===== src/rtl/core/plsl_pkg.sv =====
// ----------------------------------------------------------------------------
// plsl_pkg
// Shared widths, status codes, breakpoint tables and request types for the
// piecewise-linear sensor linearizer.
// ----------------------------------------------------------------------------
package plsl_pkg;

    localparam int NUM_POINTS = 15;
    localparam int NUM_SEGS   = NUM_POINTS - 1;

    localparam int VOLT_W  = 15;
    localparam int DIST_W  = 16;
    localparam int STAT_W  = 2;
    localparam int SEG_W   = (NUM_SEGS > 1) ? $clog2(NUM_SEGS) : 1;
    localparam int SLOPE_W = 24;
    localparam int FRAC_W  = 16;
    localparam int PROD_W  = VOLT_W + 1 + SLOPE_W;
    localparam int QUOT_W  = PROD_W - FRAC_W;
    localparam int SUM_W   = QUOT_W + 2;

    localparam logic [STAT_W-1:0] STATUS_VALID    = 2'd0;
    localparam logic [STAT_W-1:0] STATUS_TOO_LOW  = 2'd1;
    localparam logic [STAT_W-1:0] STATUS_TOO_HIGH = 2'd2;

    localparam logic [VOLT_W-1:0] BP_VOLT [NUM_POINTS] = '{
        15'd1948, 15'd2017, 15'd2179, 15'd2388, 15'd2550, 15'd2782, 15'd3130,
        15'd3431, 15'd3825, 15'd4428, 15'd5147, 15'd6422, 15'd8277, 15'd10364,
        15'd11407
    };

    localparam logic [DIST_W-1:0] BP_DIST [NUM_POINTS] = '{
        16'd38193, 16'd35661, 16'd33283, 16'd30648, 16'd28012, 16'd25583,
        16'd22999, 16'd20621, 16'd17882, 16'd15505, 16'd12869, 16'd10440,
        16'd7649,  16'd5117,  16'd3980
    };

    // (1/256 cm) per (1/4096 V), 16 fraction bits, rounded half away from zero
    localparam logic signed [SLOPE_W-1:0] SLOPE_ROM [NUM_SEGS] = '{
        -24'sd2404886, -24'sd962004, -24'sd826255, -24'sd1066376,
        -24'sd686151,  -24'sd486624, -24'sd517756, -24'sd455592,
        -24'sd258340,  -24'sd240268, -24'sd124853, -24'sd98604,
        -24'sd79510,   -24'sd71442
    };

    typedef struct packed {
        logic [STAT_W-1:0] status;
        logic [SEG_W-1:0]  seg;
        logic [VOLT_W-1:0] offset;
    } plsl_req_t;

endpackage


===== src/rtl/core/plsl_front.sv =====
// ----------------------------------------------------------------------------
// plsl_front
// Classifies a voltage: range check, segment search over the breakpoints
// and offset from the segment's left breakpoint.
// ----------------------------------------------------------------------------
module plsl_front (
    input  logic [plsl_pkg::VOLT_W-1:0] voltage,
    output plsl_pkg::plsl_req_t         req
);

    logic [plsl_pkg::SEG_W-1:0]  seg;
    logic [plsl_pkg::VOLT_W-1:0] base_volt;

    always_comb
    begin
        seg = '0;
        for (int i = 1; i < plsl_pkg::NUM_SEGS; i++)
        begin
            if (plsl_pkg::BP_VOLT[i] <= voltage)
            begin
                seg = plsl_pkg::SEG_W'(i);
            end
        end
    end

    assign base_volt = plsl_pkg::BP_VOLT[seg];

    always_comb
    begin
        req.seg    = seg;
        req.offset = voltage - base_volt;
        if (voltage < plsl_pkg::BP_VOLT[0])
        begin
            req.status = plsl_pkg::STATUS_TOO_LOW;
        end
        else if (voltage > plsl_pkg::BP_VOLT[plsl_pkg::NUM_POINTS-1])
        begin
            req.status = plsl_pkg::STATUS_TOO_HIGH;
        end
        else
        begin
            req.status = plsl_pkg::STATUS_VALID;
        end
    end

endmodule


===== src/rtl/core/plsl_queue.sv =====
// ----------------------------------------------------------------------------
// plsl_queue
// Two-entry request queue between the front and back parts.
// ----------------------------------------------------------------------------
module plsl_queue (
    input  logic                clk,
    input  logic                rst_n,
    input  logic                push,
    input  logic                pop,
    input  plsl_pkg::plsl_req_t wr_req,
    output plsl_pkg::plsl_req_t rd_req,
    output logic                full,
    output logic                empty
);

    plsl_pkg::plsl_req_t mem [2];

    logic       wr_ptr_reg, wr_ptr_next;
    logic       rd_ptr_reg, rd_ptr_next;
    logic [1:0] count_reg,  count_next;

    logic do_push;
    logic do_pop;

    assign full    = (count_reg == 2'd2);
    assign empty   = (count_reg == 2'd0);
    assign do_push = push && !full;
    assign do_pop  = pop && !empty;
    assign rd_req  = mem[rd_ptr_reg];

    always_comb
    begin
        wr_ptr_next = do_push ? !wr_ptr_reg : wr_ptr_reg;
        rd_ptr_next = do_pop  ? !rd_ptr_reg : rd_ptr_reg;
        count_next  = count_reg;
        if (do_push && !do_pop)
        begin
            count_next = count_reg + 2'd1;
        end
        else if (do_pop && !do_push)
        begin
            count_next = count_reg - 2'd1;
        end
    end

    always_ff @(posedge clk or negedge rst_n)
    begin
        if (!rst_n)
        begin
            wr_ptr_reg <= 1'b0;
            rd_ptr_reg <= 1'b0;
            count_reg  <= 2'd0;
        end
        else
        begin
            wr_ptr_reg <= wr_ptr_next;
            rd_ptr_reg <= rd_ptr_next;
            count_reg  <= count_next;
        end
    end

    always_ff @(posedge clk)
    begin
        if (do_push)
        begin
            mem[wr_ptr_reg] <= wr_req;
        end
    end

endmodule


===== src/rtl/core/plsl_back.sv =====
// ----------------------------------------------------------------------------
// plsl_back
// Two-stage interpolation: slope multiply, then rounding, base add and
// saturation into the result register.
// ----------------------------------------------------------------------------
module plsl_back (
    input  logic                        clk,
    input  logic                        rst_n,
    input  logic                        in_valid,
    input  plsl_pkg::plsl_req_t         in_req,
    output logic                        done,
    output logic [plsl_pkg::DIST_W-1:0] distance,
    output logic [plsl_pkg::STAT_W-1:0] status
);

    localparam logic [plsl_pkg::PROD_W-1:0] HALF = plsl_pkg::PROD_W'(1) << (plsl_pkg::FRAC_W - 1);
    localparam logic signed [plsl_pkg::SUM_W-1:0] DIST_MAX =
        plsl_pkg::SUM_W'((1 << plsl_pkg::DIST_W) - 1);

    // stage 1
    logic                               s1_valid_reg;
    logic [plsl_pkg::STAT_W-1:0]        s1_status_reg;
    logic [plsl_pkg::DIST_W-1:0]        s1_base_reg;
    logic signed [plsl_pkg::PROD_W-1:0] s1_prod_reg;
    logic signed [plsl_pkg::PROD_W-1:0] s1_prod_next;

    // stage 2
    logic                               done_reg;
    logic [plsl_pkg::DIST_W-1:0]        dist_reg, dist_next;
    logic [plsl_pkg::STAT_W-1:0]        status_reg;

    logic [plsl_pkg::PROD_W-1:0]        mag;
    logic [plsl_pkg::PROD_W-1:0]        mag_rnd;
    logic [plsl_pkg::QUOT_W-1:0]        quot;
    logic signed [plsl_pkg::SUM_W-1:0]  sum;

    assign s1_prod_next = $signed({1'b0, in_req.offset}) * plsl_pkg::SLOPE_ROM[in_req.seg];

    always_ff @(posedge clk or negedge rst_n)
    begin
        if (!rst_n)
        begin
            s1_valid_reg <= 1'b0;
            done_reg     <= 1'b0;
        end
        else
        begin
            s1_valid_reg <= in_valid;
            done_reg     <= s1_valid_reg;
        end
    end

    always_ff @(posedge clk)
    begin
        if (in_valid)
        begin
            s1_status_reg <= in_req.status;
            s1_base_reg   <= plsl_pkg::BP_DIST[in_req.seg];
            s1_prod_reg   <= s1_prod_next;
        end
        if (s1_valid_reg)
        begin
            dist_reg   <= dist_next;
            status_reg <= s1_status_reg;
        end
    end

    always_comb
    begin
        mag     = s1_prod_reg[plsl_pkg::PROD_W-1] ? 
                  plsl_pkg::PROD_W'(-s1_prod_reg) : plsl_pkg::PROD_W'(s1_prod_reg);
        mag_rnd = mag + HALF;
        quot    = mag_rnd[plsl_pkg::PROD_W-1:plsl_pkg::FRAC_W];
        if (s1_prod_reg[plsl_pkg::PROD_W-1])
        begin
            sum = $signed({{(plsl_pkg::SUM_W-plsl_pkg::DIST_W){1'b0}}, s1_base_reg})
                - $signed({2'b00, quot});
        end
        else
        begin
            sum = $signed({{(plsl_pkg::SUM_W-plsl_pkg::DIST_W){1'b0}}, s1_base_reg})
                + $signed({2'b00, quot});
        end
        if (s1_status_reg != plsl_pkg::STATUS_VALID || sum < 0)
        begin
            dist_next = '0;
        end
        else if (sum > DIST_MAX)
        begin
            dist_next = '1;
        end
        else
        begin
            dist_next = sum[plsl_pkg::DIST_W-1:0];
        end
    end

    assign done     = done_reg;
    assign distance = dist_reg;
    assign status   = status_reg;

endmodule


===== src/rtl/core/piecewise_linear_sensor_linearizer_unit.sv =====
// ----------------------------------------------------------------------------
// piecewise_linear_sensor_linearizer_unit
// Maps a sensor voltage (1/4096 V) to a distance (1/256 cm) along a
// piecewise-linear calibration curve.
// ----------------------------------------------------------------------------
// Usage:
//   Request channel: drive voltage and raise start; the request is taken at
//   a rising edge with start high and busy low. A new request may be given
//   every cycle.
//   Result channel: done is high for exactly one cycle with distance and
//   status; results come in request order and cannot be held off.
//   Path: a taken request is classified and written into the queue, then
//   registered by the slope multiply and the round and add stages.
//   Throughput: one request per cycle, set by the single pipelined
//   multiplier of the back part, which drains the queue every cycle.
//   busy rises only if the two-entry queue is full.
//   Status 1 (below table) and 2 (above table) give distance 0.
//   Reset empties the queue and the pipeline; no result is lost or invented.
// ----------------------------------------------------------------------------
module piecewise_linear_sensor_linearizer_unit (
    input  logic                        clk,
    input  logic                        rst_n,
    input  logic                        start,
    output logic                        busy,
    input  logic [plsl_pkg::VOLT_W-1:0] voltage,
    output logic                        done,
    output logic [plsl_pkg::DIST_W-1:0] distance,
    output logic [plsl_pkg::STAT_W-1:0] status
);

    plsl_pkg::plsl_req_t front_req;
    plsl_pkg::plsl_req_t back_req;
    logic                q_push;
    logic                q_pop;
    logic                q_full;
    logic                q_empty;

    plsl_front u_front (
        .voltage (voltage),
        .req     (front_req)
    );

    assign q_push = start && !q_full;
    assign q_pop  = !q_empty;

    plsl_queue u_queue (
        .clk    (clk),
        .rst_n  (rst_n),
        .push   (q_push),
        .pop    (q_pop),
        .wr_req (front_req),
        .rd_req (back_req),
        .full   (q_full),
        .empty  (q_empty)
    );

    plsl_back u_back (
        .clk      (clk),
        .rst_n    (rst_n),
        .in_valid (q_pop),
        .in_req   (back_req),
        .done     (done),
        .distance (distance),
        .status   (status)
    );

    assign busy = q_full;

endmodule

===== config.mk =====
export PLATFORM = sky130hd
export DESIGN_NAME = piecewise_linear_sensor_linearizer_unit
export DESIGN_NICKNAME = d
export VERILOG_FILES = /design/src/rtl/core/plsl_pkg.sv /design/src/rtl/core/plsl_front.sv /design/src/rtl/core/plsl_queue.sv /design/src/rtl/core/plsl_back.sv /design/src/rtl/core/piecewise_linear_sensor_linearizer_unit.sv
export SDC_FILE = /design/constraint.sdc
export NUM_CORES = 1
export LEC_CHECK = 0
export ABC_AREA = 1
export BUFFER_PORTS_ARGS = -buffer_cell sky130_fd_sc_hd__clkbuf_2
export CAP_MARGIN = 20
export CORE_MARGIN = 3
export CORE_UTILIZATION = 45
export CTS_BUF_LIST = sky130_fd_sc_hd__clkbuf_16
export CTS_CLUSTER_DIAMETER = 40
export DETAILED_ROUTE_END_ITERATION = 8
export GPL_ROUTABILITY_DRIVEN = 0
export GPL_TIMING_DRIVEN = 0
export SYNTH_ARGS = -nofsm -noshare
export SYNTH_HDL_FRONTEND = slang
export SYNTH_SLANG_ARGS = --single-unit

===== constraint.sdc =====
create_clock -name clk -period 11.5 [get_ports clk]
set_input_delay 2.3 -clock clk [delete_from_list [all_inputs] [get_ports clk]]
set_output_delay 2.3 -clock clk [all_outputs]
set_load 0.02 [all_outputs]

# Word level (Yosys, flattened, before mapping)
# Memories as Yosys holds them, arrays and structs flattened. A register that Yosys moved wholly into a read port is not among the register bits.
# Index checks and enable logic that the tools add are counted.
# word_totals
ff_bits,66
ram_bits,42
romBits,880
in_bits,18
out_inout_bits,20
word_cells,83
mem_count,4
# mem_list
name,words,word_bits,read_ports,rd_clocked_by_memory_dff,write_ports,line_no,source
(name not given),16,24,1,0,0,plsl_back.sv:37,"assign s1_prod_next = $signed({1'b0, in_req.offset}) * plsl_pkg::SLOPE_ROM[in_req.seg];"
(name not given),16,16,1,1,0,plsl_back.sv:58,s1_base_reg <= plsl_pkg::BP_DIST[in_req.seg];
(name not given),16,15,1,0,0,plsl_front.sv:26,assign base_volt = plsl_pkg::BP_VOLT[seg];
u_queue.mem,2,21,1,0,1,plsl_queue.sv:16,plsl_pkg::plsl_req_t mem [2];
# op_classes
n_addsub,7
n_mul,1
order_cmp,19
n_eq_ne,1
n_mux,26
bitwise_logic,2
reduce_logical,14
# op_table
op,count
$le A12 B15 Y1 const A,7
$mux W24,2
$le A13 B15 Y1 const A,3
$add A40 B16 Y40 const B,1
$mul A16 B24 Y40,1
$mux W40,1
$neg A40 Y40,1
$le A14 B15 Y1 const A,2
$mux W15,2
$gt A26 B17 Y1 const B,1
$lt A26 B1 Y1 const B,1
$mux W26,1
$add A16 B24 Y25,1
$sub A16 B24 Y25,1
$mux W4,6
$mux W16,1
$gt A15 B14 Y1 const B,1
$le A11 B15 Y1 const A,1
$lt A15 B11 Y1 const B,1
$sub A15 B15 Y15,1
$mux W2,6
$mux W3,4
$ge A5 B5 Y1 const B,2
$not A4 Y5,2
other kinds (9),20

# Depth between registers and ports, before layout
# Gate-level depths: netlist (run 1).
# depth
word_depth,19
mapped_depth,41
depth_no_buf,41

# Modules after synthesis
# Synthesis (run 1) repeated with hierarchy kept, for this count alone.
# hier_totals
hier_cells,2958
area_unflattened_um2,23008.3
# modules_own_cells
module,instances,cells_each,area_per_inst_um2,seq_area_each_um2
plsl_back,1,2463,19327.3,2332.2
plsl_front,1,351,1915.6,0.0
plsl_queue,1,141,1751.7,1361.3
piecewise_linear_sensor_linearizer_unit,1,3,13.8,0.0

# Worst setup path after synthesis (run 1)
# OpenSTA, ideal clock, no wires.
# synth_path
kind,register to register
from,register u_queue.rd_ptr_reg
to,"register u_back.s1_prod_reg[37] in the netlist's numbering, data pin"
setup_ps,252
arrival_ps,7626
t_required_ps,11248
path_slack_ps,3621
stages_incl_launch_ff,41
path_buffers,1
period_less_slack_ps,7879
path_cell_list,dfrtp_1 > clkbuf_1 > o21ai_0 > inv_1 > ha_1 > nor2_1 > inv_1 > nand2_1 > inv_1 > nand2_1 > nand2_1 > inv_1 > nand2_1 > fa_1 > fa_1 > fa_1 > inv_1 > ha_1 > [... 5 more ...] > nand2_1 > nand2_1 > a31oi_1 > nand2_1 > a21oi_1 > o21ai_1 > a21oi_1 > o21ai_1 > nand2_1 > nand2_1 > a21boi_1 > o21ai_0 > a21oi_1 > o21ai_1 > nand2_1 > nand2_1 > nand2_1 > nand2_1
# synth_via
elab_chain_cells,6
# synth_lines
item,line_no,source
"start, declared",plsl_queue.sv:19,"logic rd_ptr_reg, rd_ptr_next;"
"start signal, assigned",plsl_queue.sv:57,rd_ptr_reg <= rd_ptr_next;
$mem_v2 Z2 W21 *,--,
$not A4 Y5 (implied by the code),plsl_back.sv:37,
$mem_v2 Z16 W24,--,
$mux W24 (implied by the code) (2 in a row),plsl_back.sv:37,
$mul A16 B24 Y40 *,plsl_back.sv:37,
via u_back.s1_prod_next (one bit),plsl_back.sv:25,logic signed [plsl_pkg::PROD_W-1:0] s1_prod_next;
"end signal, assigned",plsl_back.sv:59,s1_prod_reg <= s1_prod_next;
"end, declared",plsl_back.sv:24,logic signed [plsl_pkg::PROD_W-1:0] s1_prod_reg;
# The timed path passes the listed nets; every way through them passes the cells marked *. The select of a mux whose other input is x is not followed.
# A chain may end at the register's enable or synchronous reset.

# Worst setup path after layout (run 1)
# layout_path
from,register u_queue.rd_ptr_reg
to,"register u_back.s1_prod_reg[38] in the netlist's numbering, data pin"
# The elaborated chain is that of the path after synthesis.

==> key figures, run 1 <==
Min path
  • Hold path start: u_back.s1_status_reg[0]
  • Hold depth: 0
  • Hold crit path type: register to register

Synthesis
  • #FFs+latches synth: 124
  • Cells after synthesis: around 2900
  • Post-synth ARST share: under 10%
  • Mapped Area: 22720 um^2
  • Synth area leaders: fa_1 30%, edfxtp_1 16%, inv_1 10%
  • Count leader, synth: inv_1
  • Predominant post-synthesis flop cell: edfxtp_1
  • Synthesized Nets: 3411
  • Top cell type's share of synthesized area: 30.31%
  • Commonest cells in the netlist: 614 x inv_1, 608 x nand2_1, 344 x fa_1
  • Synth cell types: 54
  • Synth area leader: fa_1
  • Post-synth EDFFs: 118
  • Syn_area_per_cell: 7.882 um^2
  • Sequential fraction of the synthesis area: between 10% and 20%
  • Ys Warns: 0

Run
  • Max-cap check violation count: 0

Clock tree
  • CTS max path bufs: 2
  • CTS tree: done
  • CTS Sinks: 124
  • Post-CTS setup buffer count: 0
  • Post-CTS sizing: 0
  • H-Tree Depth: 4
  • CTS Buf Count: 17
  • Root Driver: clkbuf_16
  • Clk_lat worst skew: 0.44 ns
  • Hold_buf cts: 0
  • Worst-path clk slew: 0.06 ns

Setup path
  • FF-to-FF path depth: 37
  • R2r startpoint: u_queue.rd_ptr_reg
  • Critical path's slowest cell: o21ai_0
  • CP Launch Point: u_queue.rd_ptr_reg
  • Startpoint Class: register
  • Critical path start-end classification: register to register
  • CP max stage delay: 0.72 ns
  • Worst Path Required: approximately 12 ns
  • Critical path arrival: 10.46 ns
  • Crit path capture type: register
  • Critical path fanouts, max: 10

STA
  • Slew HR: 20.06%
  • Final slew viol count: 0
  • Final setup violation count: 0
  • RSZ-0062 raised after global routing: false
  • Peak Freq: 97.14 MHz
  • Final Hold Slack: 0.4508 ns
  • Fin crit period: between 10 and 15 ns
  • Final hold violations: 0
  • Worst-Margin Slew: 1.191 ns
  • Fin Setup TNS: 0 ns
  • Worst clock skew: around 0.014 ns
  • Final Cycle Share: 89.51%

Final layout
  • Inserted Diodes: 0
  • Final instance area: 24470 um^2
  • Ratio of cells with drive above 1 in the final layout: 6.759%
  • Register Area: between 3000 and 4000 um^2
  • Area occupied by multi-input gates: between 15000 and 20000 um^2
  • Final nets: 3474
  • Syn-to-layout area delta: 7.703%
  • Fillers: 4923
  • Post-layout util: about half
  • Max reg flops: 42

GRT
  • Largest net degree at the start of global routing: 50
  • Vias in the first global route: 20020
  • Residual overflow from global routing: 0
  • Initial antenna violation count: 0
  • Gr usage total: 25.66%
  • First-pass GRT wire length: 107.6 mm

Drt
  • Vias: 19170
  • DR DRC count: 0
  • DR vias/cell: 5.291
  • Total routed wirelength: 65.75 mm
  • Iteration-0 DRC Markers: 1491
  • Drt pass-1 iters: 6
  • Routed length per instance: about 18 um
  • Antenna Violating Nets Remaining: 0

Place
  • Post-DP HPWL: between 50 and 60 mm
  • IO buf count: 37
  • Placed standard-cell area: 23830 um^2

Die
  • Die height: about 230 um
  • DIE AREA: 53230 um^2
  • Row Count: 81
  • Die Span X: between 200 and 250 um
  • Core footprint: 49460 um^2
  • Initial core utilization: 45.95%
  • IO Count: 38

Run status
  • Status: finished, final reports clean
## routing by layer
| metal | vias up | share of wire, % | track usage (%) | routed length (um) |
|---|---|---|---|---|
| met3 | 138 | 7.1 | 3.998 | 4682 |
| li1 | 8973 | - | - | - |
| met1 | 9252 | 43 | 34.75 | 28210 |
| met4 | 0 | 3.4 | 8.232 | 2243 |
| met5 | - | 0 | 0 | 0 |
| met2 | 808 | 47 | 42.47 | 30620 |
## worst max-delay path: cells and delay by family (launching register included)
kind                     cells  cell delay [ns]
AND/OR/NAND/NOR             11             1.86
buffers and inverters        7             1.45
flip-flops                   1             0.35
AO/OA/AOI/OAI               10             2.41
adder cells (fa/ha/maj)      8             3.82
XOR/XNOR                     1             0.11
## final cells by class
| type | count | area share [%] |
|---|---|---|
| Buffer | 63 | 1.058 |
| Clock buffer | 17 | 1.738 |
| Clock inverter | 15 | 0.8589 |
| Inverter | 636 | 9.754 |
| Multi-Input combinational cell | 2060 | 66.99 |
| Sequential cell | 124 | 15.09 |
| Tap cell | 664 | 3.395 |
| Timing Repair Buffer | 44 | 1.114 |
## cell usage in the layout, fill, tap and decap left out, types with 23 or more instances in the layout
cell / Yosys / layout
inv_1: 614 / 614
nand2_1: 608 / 608
fa_1: 344 / 344
nor2_1: 322 / 320
ha_1: 166 / 166
edfxtp_1: 118 / 118
a21oi_1: 107 / 107
nand3_1: 89 / 89
o21ai_0: 86 / 86
xor2_1: 64 / 64
clkbuf_1: 53 / 52
clkbuf_2: 0 / 38
nand2_2: 32 / 32
nor2_2: 23 / 25
nor3_1: 25 / 24
nand4_1: 24 / 24
xnor2_1: 23 / 23
## through the flow
stage          cells  setup slack (ns)
2_1_floorplan   2883             3.621
3_3_place_gp    3584             1.356
3_5_place_dp    3590             1.358
4_1_cts         3622             1.324
5_1_grt         3623            0.5697
6_report        3623             1.206
## cell families after synthesis
family | Yosys count | synth area share (%)
DFF | 124 | 16.25
and+or+nand+nor | 1166 | 21.66
muxes | 1 | 0.04405
AOI/OAI and AO/OA | 296 | 7.609
xor gates and xnor gates | 87 | 3.353
adders and majority gates | 510 | 39.44
buffers and inverters | 699 | 11.64
## final timing paths
path                                           to  slack (ns)
setup / recovery           u_back.s1_prod_reg[38]        1.21
hold / removal                   u_back.status[0]        0.45
setup reg to reg           u_back.s1_prod_reg[38]        1.21
hold reg to reg                  u_back.status[0]        0.45
max in group asynchronous      u_queue.rd_ptr_reg        9.67
min in group asynchronous      u_queue.wr_ptr_reg        1.68
Power of run 1 is left out: the tool's default activity adds up to more than one toggle a clock period on the data nets, which glitch-free logic cannot reach.
==> run 2: changes to the inputs <==
- PLACE_DENSITY_LB_ADDON: default -> 0.05
==> run 2 against run 1 <==
Net effect:
- register-to-register slack worse by 0.21 ns
- critical path depth is the same
- wire length up 2.4%
- worst setup slack lost 0.21 ns
- cell count about the same
- non-clock buffer count increased by 1
- final area fell by 0.39%
- highest routed layer unchanged
==> key figures, run 2 (synthesis results as in run 1) <==
Final layout
  • Final Non-Filler Cells: 3624 (+0.028%)
  • Ratio of cells with drive above 1 in the final layout: 6.689% (-0.070 points)
  • Inserted Diodes: 0 (unchanged)
  • Commonest non-fill, non-tap cell in the layout: inv_1
  • Syn-to-layout area delta: 7.279%
  • Max reg flops: 42 (unchanged)
  • Fillers: 5025 (+2.1%)
  • Post-layout util: 49.29% (-0.19 points)
  • Final nets: 3475 (+0.029%)
  • Leading cell types in the layout, fill and taps excluded: 615 x inv_1, 608 x nand2_1, 344 x fa_1

Place
  • Inst Count DP: 3591 (+0.028%)
  • IO buf count: 37 (unchanged)
  • Post-DP HPWL: 56.45 mm (+3.1%)

Setup path
  • Critical path's slowest cell: o21ai_0
  • Crit path capture type: register
  • Reg2reg end: u_back.s1_prod_reg[38]
  • Register-to-register setup slack: 1.0 ns (-0.21 ns)
  • Critical path fanouts, max: 10 (unchanged)
  • Critical path arrival: 10.72 ns (+0.26 ns)
  • FF-to-FF path depth: 37 (unchanged)
  • WP buf/inv: 7 (unchanged)
  • CP top delay family: adder cells
  • Startpoint Class: register
  • Critical path start-end classification: register to register
  • Worst Path Required: 11.71 ns (+0.04 ns)
  • CP max stage delay: 0.69 ns (-0.03 ns)
  • R2r startpoint: u_queue.rd_ptr_reg

Die
  • Row Count: 81 (unchanged)
  • IO Count: 38 (unchanged)
  • DIE AREA: 53230 um^2 (unchanged)
  • Die height: 230.7 um (unchanged)
  • Initial core utilization: 45.95% (unchanged)
  • Core footprint: 49460 um^2 (unchanged)
  • Die Span X: 230.7 um (unchanged)

GRT
  • Met2 usage: 40.51% (-2.0 points)
  • Initial antenna violation count: 0 (unchanged)
  • Residual overflow from global routing: 0 (unchanged)
  • Gr usage total: 26.01% (+0.35 points)
  • Layer with the highest usage: met2
  • Vias in the first global route: 19490 (-2.7%)
  • Met3 Track Usage GR: 4.689% (+0.69 points)
  • First-pass GRT wire length: 107.7 mm (about the same)
  • Largest net degree at the start of global routing: 49 (-2.0%)
  • Grt met1 use: 37.50% (+2.8 points)

Clock tree
  • Worst-path clk slew: 0.06 ns (about the same)
  • Hold_buf cts: 0 (unchanged)
  • CTS Sinks: 124 (unchanged)
  • Root Driver: clkbuf_16
  • CTS max path bufs: 2 (unchanged)
  • Post-CTS sizing: 0 (unchanged)
  • H-Tree Depth: 4 (unchanged)
  • CTS Buf Count: 17 (unchanged)
  • Clk_lat worst skew: 0.42 ns (-0.02 ns)
  • CTS tree: done
  • Post-CTS setup buffer count: 0 (unchanged)

STA
  • Worst-Margin Slew: 1.228 ns (+0.03668 ns)
  • Final slew viol count: 0 (unchanged)
  • Fin crit period: 10.50 ns (+0.2095 ns)
  • Slew HR: 17.60% (-2.5 points)
  • Final hold violations: 0 (unchanged)
  • Final Cycle Share: 91.34% (+1.8 points)
  • Worst clock skew: 0.01134 ns (-0.002352 ns)
  • Peak Freq: 95.20 MHz (-2.0%)
  • RSZ-0062 raised after global routing: false
  • Fin Setup TNS: 0 ns (unchanged)
  • Final setup violation count: 0 (unchanged)

Min path
  • Hold depth: 0 (unchanged)
  • Hold Path Sink: u_back.status[1]
  • Hold crit path type: register to register
  • Hold path start: u_back.s1_status_reg[1]

Drt
  • Routed length per instance: 18.58 um (+2.4%)
  • Antenna Violating Nets Remaining: 0 (unchanged)
  • Drt pass-1 iters: 6 (unchanged)
  • DR DRC count: 0 (unchanged)
  • DR vias/cell: 5.230 (-1.2%)
  • Vias: 18950 (-1.1%)
  • Iteration-0 DRC Markers: 1689 (+13%)
  • Total routed wirelength: 67.34 mm (+2.4%)

Run status
  • Status: finished, final reports clean

Run
  • Max-cap check violation count: 0 (unchanged)
[run 2: cell types whose count changed in the layout (fill, tap and decap cells not counted), sizes merged]
cell | before | now
clkinv | 16 | 19
bufinv | 4 | 1
clkinvlp | 0 | 3
inv | 631 | 628
buf | 17 | 18
[run 2: worst reg2reg max path: cells and delay by family (launching register included)]
| family | cells | cell delay, ns |
|---|---|---|
| xor gates and xnor gates | 1 | 0.19 |
| buffers and inverters | 7 | 1.45 |
| DFF | 1 | 0.36 |
| adders and majority gates | 8 | 3.88 |
| AOI/OAI and AO/OA | 10 | 2.53 |
| and+or+nand+nor | 11 | 1.89 |
[run 2: per-layer routing]
| metal | share of wire [%] | vias up |
|---|---|---|
| met5 | 0 | - |
| met4 | 3.0 | 0 |
| met3 | 7.0 | 97 |
| li1 | - | 8954 |
| met1 | 46 | 9234 |
| met2 | 44 | 667 |
[run 2: area by class of cell]
cell class                 count  area (um^2)  area share [%]
timing repair buffer          45        276.5           1.134
sequential                   124         3694           15.15
multi-input combinational   2060        16400           67.26
clock buffer                  17        425.4           1.745
inverter                     636         2387           9.793
clock inverter                15        108.9          0.4465
buffer                        63        260.3           1.068
tap                          664        830.8           3.408
[run 2: metrics by stage]
step	setup slack [ns]	hold slack [ns]	area [um^2]
after floorplan	3.621	0.4272	22720
after global placement	1.178	0.4418	23740
after detailed placement	1.096	0.4447	23840
after CTS	1.031	0.4563	24370
after global routing	0.3724	0.4731	24380
final	0.9963	0.4532	24380
[run 2: how the worst max path moves through the flow]
stage	startpoint	end	slack, ns	cells past startpoint
final	u_queue.rd_ptr_reg	u_back.s1_prod_reg[38]	1.0	37
after global routing	u_queue.rd_ptr_reg	u_back.s1_prod_reg[38]	0.37	37
after CTS	u_queue.rd_ptr_reg	u_back.s1_prod_reg[38]	1.03	37
after detailed placement	u_queue.rd_ptr_reg	u_back.s1_prod_reg[38]	1.10	37
after global placement	u_queue.rd_ptr_reg	u_back.s1_prod_reg[38]	1.18	37
after floorplan	u_queue.rd_ptr_reg	u_back.s1_prod_reg[37]	3.62	40
Power of run 2 is left out for the same reason.
